--- src/design/sdc_pkg.sv ---
// Shared types and constants for the servo drive cycle controller.
`timescale 1ns / 1ps

package sdc_pkg;

    // Configuration register indexes
    localparam logic [1:0] CFG_AUTORESET_PERIOD = 2'd0;
    localparam logic [1:0] CFG_AUTORESET_TRIES  = 2'd1;
    localparam logic [1:0] CFG_HOME_POSITION    = 2'd2;

    // Configuration reset values
    localparam logic [15:0] RST_AUTORESET_PERIOD = 16'd100;
    localparam logic [7:0]  RST_AUTORESET_TRIES  = 8'd3;
    localparam logic [31:0] RST_HOME_POSITION    = 32'd0;

    // Control word bit positions
    localparam int CTL_SWITCH_ON   = 0;
    localparam int CTL_VOLTAGE     = 1;
    localparam int CTL_NOT_QSTOP   = 2;
    localparam int CTL_ENABLE      = 3;
    localparam int CTL_FAULT_RESET = 7;
    localparam int CTL_HALT        = 8;

    // Status word bit positions
    localparam int SW_FAULT = 3;

    // Status flag bit positions
    localparam int ST_SWITCHED_ON = 1;

    typedef struct packed {
        logic               drive_operational;
        logic [15:0]        status_word;
        logic signed [31:0] actual_position;
        logic signed [31:0] external_encoder;
        logic               want_switch_on;
        logic               want_voltage;
        logic               want_quick_stop;
        logic               want_enable;
        logic               want_fault_reset;
        logic               want_halt;
        logic               clear_counts;
    } t_in;

    typedef struct packed {
        logic [8:0]         control_word;
        logic [10:0]        status_flags;
        logic               fault_out;
        logic signed [63:0] position_count;
        logic signed [63:0] encoder_count;
        logic signed [31:0] raw_position;
        logic               at_or_below_home;
        logic               at_or_above_home;
    } t_out;

    // Repack the raw status word into the flag layout
    function automatic logic [10:0] decode_status(input logic [15:0] sw);
        logic [10:0] st;
        st[0]  = sw[0];
        st[1]  = sw[1];
        st[2]  = sw[2];
        st[3]  = sw[4];
        st[4]  = ~sw[5];
        st[5]  = sw[6];
        st[6]  = sw[7];
        st[7]  = sw[9];
        st[8]  = sw[10];
        st[9]  = sw[11];
        st[10] = sw[12];
        return st;
    endfunction

endpackage

--- src/design/sdc_ext_counter.sv ---
// Widens a wrapping 32-bit raw count into a wider wrapping counter.
`timescale 1ns / 1ps

module sdc_ext_counter #(
    parameter int COUNT_WIDTH = 64
) (
    input  logic                   i_clk,
    input  logic                   i_rst_n,
    input  logic                   i_en,
    input  logic                   i_clear,
    input  logic [31:0]            i_raw,
    output logic [COUNT_WIDTH-1:0] o_next
);

    logic [COUNT_WIDTH-1:0] r_count;
    logic [31:0]            r_prev;
    logic [31:0]            w_diff;
    logic [COUNT_WIDTH-1:0] n_count;

    // Delta since the last sample, sign extended, then accumulated
    assign w_diff  = i_raw - r_prev;
    assign n_count = i_clear ? '0 : r_count + COUNT_WIDTH'($signed(w_diff));
    assign o_next  = i_en ? n_count : r_count;

    always_ff @(posedge i_clk) begin
        if (!i_rst_n) begin
            r_count <= '0;
            r_prev  <= '0;
        end else if (i_en) begin
            r_count <= n_count;
            r_prev  <= i_raw;
        end
    end

endmodule

--- src/design/servo_drive_cycle_controller.sv ---
// Top level: drive control word, status decode, fault autoreset and count extension.
`timescale 1ns / 1ps

// Each bus-cycle transaction passes through two registers in turn: an input register
// holds the transaction, the whole cycle update (status
// decode, autoreset timer, both count extensions, home compares, control word)
// runs in one pass, and a result register holds the outcome until taken.
// Sustained rate is one transaction per clock; o_in_ready drops only while both
// the input register and the result register are full and the result is not
// being taken. Configuration writes are
// always accepted and must be made while no transaction is in flight.
// COUNT_WIDTH (33..64) sets the width of the extended counters; reported
// counts are sign extended to 64 bits.
module servo_drive_cycle_controller #(
    parameter int COUNT_WIDTH = 64
) (
    input  logic          i_clk,
    input  logic          i_rst_n,
    input  logic          i_in_valid,
    output logic          o_in_ready,
    input  sdc_pkg::t_in  i_in_data,
    output logic          o_out_valid,
    input  logic          i_out_ready,
    output sdc_pkg::t_out o_out_data,
    input  logic          i_cfg_valid,
    output logic          o_cfg_ready,
    input  logic [1:0]    i_cfg_index,
    input  logic [31:0]   i_cfg_data
);

    // Configuration
    logic [15:0] r_period;
    logic [7:0]  r_tries;
    logic [31:0] r_home;

    // Pipeline
    logic          r_in_valid;
    sdc_pkg::t_in  r_in;
    logic          r_out_valid;
    sdc_pkg::t_out r_out;
    logic          w_advance;

    // Cycle state
    logic        r_first;
    logic        r_prev_sw;
    logic        r_faulted;
    logic [10:0] r_held_status;
    logic        r_held_fault;
    logic        r_held_below;
    logic        r_held_above;
    logic [31:0] r_held_raw;
    logic [7:0]  r_retries;
    logic        r_level;
    logic [15:0] r_timer;

    logic        n_faulted;
    logic [10:0] n_held_status;
    logic        n_held_fault;
    logic        n_held_below;
    logic        n_held_above;
    logic [31:0] n_held_raw;
    logic [7:0]  n_retries;
    logic        n_level;
    logic [15:0] n_timer;
    logic [8:0]  n_ctl;

    logic                   w_cnt_en;
    logic                   w_cnt_clear;
    logic [COUNT_WIDTH-1:0] w_pos_count;
    logic [COUNT_WIDTH-1:0] w_enc_count;

    assign w_advance   = r_in_valid && (!r_out_valid || i_out_ready);
    assign o_in_ready  = !r_in_valid || w_advance;
    assign o_out_valid = r_out_valid;
    assign o_out_data  = r_out;
    assign o_cfg_ready = 1'b1;

    assign w_cnt_en    = w_advance && r_in.drive_operational;
    assign w_cnt_clear = r_first || r_in.clear_counts;

    sdc_ext_counter #(.COUNT_WIDTH(COUNT_WIDTH)) u_pos_cnt (
        .i_clk   (i_clk),
        .i_rst_n (i_rst_n),
        .i_en    (w_cnt_en),
        .i_clear (w_cnt_clear),
        .i_raw   (r_in.actual_position),
        .o_next  (w_pos_count)
    );

    sdc_ext_counter #(.COUNT_WIDTH(COUNT_WIDTH)) u_enc_cnt (
        .i_clk   (i_clk),
        .i_rst_n (i_rst_n),
        .i_en    (w_cnt_en),
        .i_clear (w_cnt_clear),
        .i_raw   (r_in.external_encoder),
        .o_next  (w_enc_count)
    );

    always_comb begin
        n_faulted     = r_faulted;
        n_held_status = r_held_status;
        n_held_fault  = r_held_fault;
        n_held_below  = r_held_below;
        n_held_above  = r_held_above;
        n_held_raw    = r_held_raw;
        n_retries     = r_retries;
        n_level       = r_level;
        n_timer       = r_timer;

        // Read part: only while the drive is operational
        if (r_in.drive_operational) begin
            n_held_status = sdc_pkg::decode_status(r_in.status_word);
            n_faulted     = r_in.status_word[sdc_pkg::SW_FAULT];
            if (!n_faulted) begin
                n_retries = '0;
            end
            if (n_retries != '0) begin
                if (r_timer < r_period) begin
                    n_timer = r_timer + 16'd1;
                end else begin
                    n_timer = '0;
                    n_level = !r_level;
                    if (n_level) begin
                        n_retries = n_retries - 8'd1;
                    end
                end
                n_held_fault = 1'b0;
            end else begin
                n_held_fault = n_faulted;
            end
            n_held_raw   = r_in.actual_position;
            n_held_below = $signed(r_in.actual_position) <= $signed(r_home);
            n_held_above = $signed(r_home) <= $signed(r_in.actual_position);
        end

        // Arm the autoreset on a rising switch-on request while faulted
        if (r_tries != '0 && r_period != '0 && r_in.want_switch_on && !r_prev_sw
                && n_faulted) begin
            n_retries = r_tries;
            n_level   = 1'b1;
            n_timer   = '0;
        end

        n_ctl = '0;
        n_ctl[sdc_pkg::CTL_VOLTAGE]     = r_in.want_voltage;
        n_ctl[sdc_pkg::CTL_NOT_QSTOP]   = !r_in.want_quick_stop;
        n_ctl[sdc_pkg::CTL_FAULT_RESET] = r_in.want_fault_reset;
        n_ctl[sdc_pkg::CTL_HALT]        = r_in.want_halt;
        if (n_retries != '0) begin
            if (n_level) begin
                n_ctl[sdc_pkg::CTL_FAULT_RESET] = 1'b1;
            end
        end else begin
            n_ctl[sdc_pkg::CTL_SWITCH_ON] = r_in.want_switch_on;
            n_ctl[sdc_pkg::CTL_ENABLE]    = r_in.want_enable
                                          && n_held_status[sdc_pkg::ST_SWITCHED_ON];
        end
    end

    // Configuration registers
    always_ff @(posedge i_clk) begin
        if (!i_rst_n) begin
            r_period <= sdc_pkg::RST_AUTORESET_PERIOD;
            r_tries  <= sdc_pkg::RST_AUTORESET_TRIES;
            r_home   <= sdc_pkg::RST_HOME_POSITION;
        end else if (i_cfg_valid) begin
            unique case (i_cfg_index)
                sdc_pkg::CFG_AUTORESET_PERIOD: r_period <= i_cfg_data[15:0];
                sdc_pkg::CFG_AUTORESET_TRIES:  r_tries  <= i_cfg_data[7:0];
                sdc_pkg::CFG_HOME_POSITION:    r_home   <= i_cfg_data;
                default: ;
            endcase
        end
    end

    // Pipeline control
    always_ff @(posedge i_clk) begin
        if (!i_rst_n) begin
            r_in_valid  <= 1'b0;
            r_out_valid <= 1'b0;
        end else begin
            if (o_in_ready) begin
                r_in_valid <= i_in_valid;
            end
            if (w_advance) begin
                r_out_valid <= 1'b1;
            end else if (i_out_ready) begin
                r_out_valid <= 1'b0;
            end
        end
    end

    // Payload registers
    always_ff @(posedge i_clk) begin
        if (o_in_ready && i_in_valid) begin
            r_in <= i_in_data;
        end
        if (w_advance) begin
            r_out.control_word     <= n_ctl;
            r_out.status_flags     <= n_held_status;
            r_out.fault_out        <= n_held_fault;
            r_out.position_count   <= 64'($signed(w_pos_count));
            r_out.encoder_count    <= 64'($signed(w_enc_count));
            r_out.raw_position     <= n_held_raw;
            r_out.at_or_below_home <= n_held_below;
            r_out.at_or_above_home <= n_held_above;
        end
    end

    // Cycle state
    always_ff @(posedge i_clk) begin
        if (!i_rst_n) begin
            r_first       <= 1'b1;
            r_prev_sw     <= 1'b0;
            r_faulted     <= 1'b0;
            r_held_status <= '0;
            r_held_fault  <= 1'b0;
            r_held_below  <= 1'b0;
            r_held_above  <= 1'b0;
            r_held_raw    <= '0;
            r_retries     <= '0;
            r_level       <= 1'b0;
            r_timer       <= '0;
        end else if (w_advance) begin
            if (r_in.drive_operational) begin
                r_first <= 1'b0;
            end
            r_prev_sw     <= r_in.want_switch_on;
            r_faulted     <= n_faulted;
            r_held_status <= n_held_status;
            r_held_fault  <= n_held_fault;
            r_held_below  <= n_held_below;
            r_held_above  <= n_held_above;
            r_held_raw    <= n_held_raw;
            r_retries     <= n_retries;
            r_level       <= n_level;
            r_timer       <= n_timer;
        end
    end

endmodule

--- config.mk ---
export PLATFORM = sky130hd
export DESIGN_NAME = servo_drive_cycle_controller
export DESIGN_NICKNAME = d
export VERILOG_FILES = /design/src/design/sdc_pkg.sv /design/src/design/sdc_ext_counter.sv /design/src/design/servo_drive_cycle_controller.sv
export SDC_FILE = /design/constraint.sdc
export NUM_CORES = 1
export LEC_CHECK = 0
export BUFFER_PORTS_ARGS = -buffer_cell sky130_fd_sc_hd__buf_2
export CAP_MARGIN = 20
export CORE_MARGIN = 2
export CORE_UTILIZATION = 60
export CTS_BUF_LIST = sky130_fd_sc_hd__clkbuf_16
export CTS_CLUSTER_DIAMETER = 100
export DETAILED_ROUTE_END_ITERATION = 7
export GPL_TIMING_DRIVEN = 0
export PLACE_DENSITY = 0.81
export SYNTH_ARGS = -nofsm -noshare
export SYNTH_HDL_FRONTEND = slang
export SYNTH_SLANG_ARGS = --single-unit
export TNS_END_PERCENT = 100
--- constraint.sdc ---
create_clock -name i_clk -period 8.44 [get_ports i_clk]
set_clock_uncertainty 0.1 [all_clocks]
set_input_delay 1.266 -clock i_clk [delete_from_list [all_inputs] [get_ports i_clk]]
set_output_delay 1.266 -clock i_clk [all_outputs]
set_load 0.01 [all_outputs]
==> summary.txt <==
Pwr
  – Maximum resistive drop on vdd: 0.207 mV
  – Leakage power: 15.6 nW
  – Cell Pwr Density: 189 mW/mm^2

Critical path
  – Start-to-end type of the worst setup path: reg2reg
  – Number of buffers and inverters on the critical path: 3
  – Max incr delay on CP: 0.53 ns
  – Data required, critical path: 8.77 ns
  – Maximum fanout encountered on the critical timing path: 27
  – Launching element type of the critical path: flop
  – Critical register-to-register path startpoint: r_in[47]
  – Start point of the critical path: r_in[47]
  – Setup crit end kind: flop
  – Cell chain of the critical path: ha_1 -> o21a_1 -> o211ai_1 -> or4_1 -> a21oi_1 -> o221ai_1 -> o2111ai_1 -> o211ai_1 -> xnor2_1 -> inv_1 -> buf_16 -> ha_1 -> clkbuf_1 -> and2_1 -> nand3_1 -> a2111oi_2 -> o21ai_1 -> a2111oi_2 -> a211oi_1 -> nor3_1 -> xor2_1 -> a21oi_1 -> o21ai_0
  – CP max stage cell: or4_1
  – Gate family responsible for the most delay along the worst path: compound AO/OA/AOI/OAI gates
  – WP data arrival: 7.56 ns

Die
  – Number of top-level design ports: 313
  – Standard-cell rows: 85
  – Die span in y: 236 um
  – Floorplan die area: 0.0558 mm^2
  – Effective utilization at floorplan: 60.3%
  – Horizontal extent of the die: 236 um
  – Std-Cell Core Area: 0.0536 mm^2

Global routing
  – Wire length of the first global-routing pass: 135,000 um
  – Global-route usage over all layers: 30.2%
  – Number of global-route vias before repair: 25.0k
  – Pin count of the biggest net entering global routing: 48
  – Sum of overflow across all layers after global routing: 0
  – Antenna violations before repair: 8

Clock tree
  – Number of buffers created by CTS: 61
  – H-tree Lvls: 2
  – Skew-Pair Late Insertion Delay: 0.66 ns
  – Clock transition at the registers of the reported paths: 0.06 ns
  – Buffers from clock root to sink, at most: 3
  – Number of gates resized after cts: 0
  – CTS Hold Buffers Added: 0
  – Clock tree from TritonCTS: yes
  – Clock sink total: 588
  – Post-CTS setup buffer count: 0
  – Clk root buf: clkbuf_16

Yosys
  – Count of cell types in the netlist: 88
  – Yosys reg bits: 588
  – Async set-reset flop share out of synthesis: 0%
  – Number of flops mapped to enable cells by yosys: 264
  – Post-synthesis cell count: 3,449
  – Cell Area, Synth: 0.0323 mm^2
  – Fraction of the yosys area taken by sequential cells: 44.6%
  – Post-Syn Area per Cell: 9.38 um^2
  – Number of warnings issued by yosys: 0
  – Most used flip-flop cell after synthesis: dfxtp_1

Placement
  – Final HPWL from detailed placement: 64,600 um
  – I/O Buffers: 303
  – Weighted congestion reported at the end of routability-driven placement: 0.953
  – Dpl cells: 4,459
  – Placed instance area: 0.0349 mm^2

Timing
  – Hold slack: 0.322 ns
  – Slew HR: 26.5%
  – Transition at the pin with the smallest max-transition slack: 1.10 ns
  – Final setup fails: 0
  – Hold violation total from the final report: 0
  – Final cycle utilization of the critical path: 85.6%
  – Final period demand of the worst path: 7.22 ns
  – Fmax: 138 MHz
  – Total negative setup slack: 0 ns
  – Unrepaired setup endpoints after global routing: no
  – Fin. max-slew vios: 0

Run status
  – Run status: finished clean

Cells and area
  – Non-Filler Cell Area, Final: 0.0370 mm^2
  – Post-layout utilization of the core: 68.9%
  – Nets: 4,215
  – Non-filler cells in the finished layout: 4,583
  – Fraction of final layout cells sized beyond drive strength 1: 13.0%
  – Syn-to-layout area delta: 14.2%
  – Number of fillers in the final layout: 4,299
  – Multi-input gate area in the final layout: 0.0167 mm^2
  – FF/Latch Area: 0.0144 mm^2

Routing
  – Vias per inst: 5.90
  – Total length of routed wires: 85,500 um
  – Count of TritonRoute iterations in the first routing pass: 6
  – Antenna-violating nets left: 0
  – Drc violations: 0
  – Starting DRT DRC Count: 2,582
  – Post-DR wirelength/cell: 18.7 um
  – Vias: 27.0k

Worst hold path
  – Origin of the worst min-delay path: n_ctl[8]
  – Hold Path Class: reg2reg

Flow run
  – # Max-Cap Violations: 0
-- placed cells by master, fill, tap and decap left out, types with 39 or more instances in the layout --
cell,count
xor2_1,63
edfxtp_1,264
nand2_1,505
nor2_1,158
mux2_2,45
buf_2,306
dfxtp_1,324
clkbuf_1,130
nand4_1,40
a22o_1,90
nor3_1,39
o21ai_0,182
ha_1,258
and2_1,97
inv_1,181
a21oi_1,365
clkbuf_16,63
a21o_1,111
nand3_1,50
xnor2_1,114
-- sequential cells by signal, summed over array words and instances, names as in the netlist --
signal / count
n_ctl: 2
o_out_data: 180
o_out_valid: 1
r_faulted: 1
r_first: 1
r_held_above: 1
r_held_below: 1
r_held_fault: 1
r_held_raw: 32
r_held_status: 11
r_home: 32
r_in: 82
r_in_valid: 1
r_level: 1
r_period: 16
r_prev_sw: 1
r_retries: 8
r_timer: 16
r_tries: 8
u_enc_cnt.r_count: 64
u_enc_cnt.r_prev: 32
u_pos_cnt.r_count: 64
u_pos_cnt.r_prev: 32
-- worst reg2reg max path, delay by kind of cell, from the launching register on --
kind                       cells  cell delay [ns]
AOI/OAI and AO/OA             12             2.89
xor gates and xnor gates       2             0.74
adders and majority gates      2             0.74
buffers and inverters          3             0.86
DFF                            1             0.46
and+or+nand+nor                4             1.23
-- synth_stat cells (all sizes together) (5+ instances only) --
cell | count | share of area, %
clkbuf | 131 | 1.5
o21a | 26 | 0.60
xor2 | 63 | 1.7
o21ai | 187 | 2.9
a221oi | 5 | 0.14
a21oi | 367 | 5.7
nand2b | 37 | 0.72
a211oi | 24 | 0.60
or3 | 15 | 0.29
nor3b | 7 | 0.16
edfxtp | 264 | 25
nand3b | 5 | 0.12
nand4 | 40 | 0.77
mux2 | 45 | 1.6
nor2 | 158 | 1.8
inv | 175 | 2.0
or2 | 8 | 0.15
mux2i | 14 | 0.43
o2111ai | 6 | 0.16
and2 | 98 | 1.9
a21boi | 12 | 0.28
xnor2 | 114 | 3.1
a21o | 111 | 2.6
ha | 258 | 10
o22ai | 7 | 0.14
and3 | 17 | 0.33
a31oi | 25 | 0.55
nor3 | 40 | 0.63
nor4 | 15 | 0.29
and4 | 7 | 0.19
o31ai | 22 | 0.57
nor2b | 25 | 0.48
a31o | 6 | 0.16
a41oi | 6 | 0.16
o21bai | 29 | 0.67
buf | 14 | 0.22
dfxtp | 324 | 20
a2111oi | 6 | 0.20
a22o | 90 | 2.4
nand3 | 50 | 0.77
o211ai | 24 | 0.56
nand2 | 505 | 5.9
-- per-layer routing --
layer  vias up  part of all wire (%)  global-route usage [%]
met5         -                     0                       0
li1      13162                     -                       -
met4         0                   4.2                    12.9
met2       991                    45                    48.0
met3       190                   6.8                    4.19
met1     12699                    44                    41.6
-- area by class of cell --
class                      instances  area share [%]
multi-input combinational       2541            45.2
buffer                           145            1.53
clock buffer                      63            4.27
clock inverter                    53            1.14
sequential                       588            39.0
inverter                         177            1.80
tap                              696            2.36
antenna                            8          0.0542
timing repair buffer             312            4.62
-- final timing paths --
check / slack [ns] / cells after the start / end
min: 0.32 / 0 / o_out_data[182]
max: 1.22 / 23 / o_out_data[161]
min reg2reg: 0.32 / 0 / o_out_data[182]
max reg2reg: 1.22 / 23 / o_out_data[161]
-- cells by family (layout without fill, tap and decap cells) --
| group | after synthesis | in the layout | share of synthesized area (%) |
|---|---|---|---|
| simple gates | 1042 | 1042 | 14.9 |
| compound gates | 997 | 997 | 19.7 |
| flops | 588 | 588 | 44.6 |
| buf+inv | 322 | 750 | 3.79 |
| fa+ha+maj | 262 | 262 | 10.2 |
| xor+xnor | 177 | 177 | 4.79 |
| mux | 59 | 59 | 2.00 |
| other cells | 2 | 12 | 0.0232 |
-- stage by stage --
stage	worst slack (ns)	power, W
after CTS	1.28	0.00699
after detailed placement	1.31	0.00434
after global routing	0.490	0.00725
after floorplan	0.830	0.00401
final	1.22	0.00698
after global placement	-2.04	0.00432
-- power breakdown --
part	total (W)	leakage, nW	switching (W)	internal (W)
registers	0.00313	5.20	0.0000560	0.00307
logic	0.00118	9.35	0.000747	0.000435
clock network	0.00267	1.02	0.00120	0.00147
total	0.00698	15.6	0.00200	0.00497
Power figures use the tool's default switching activity.
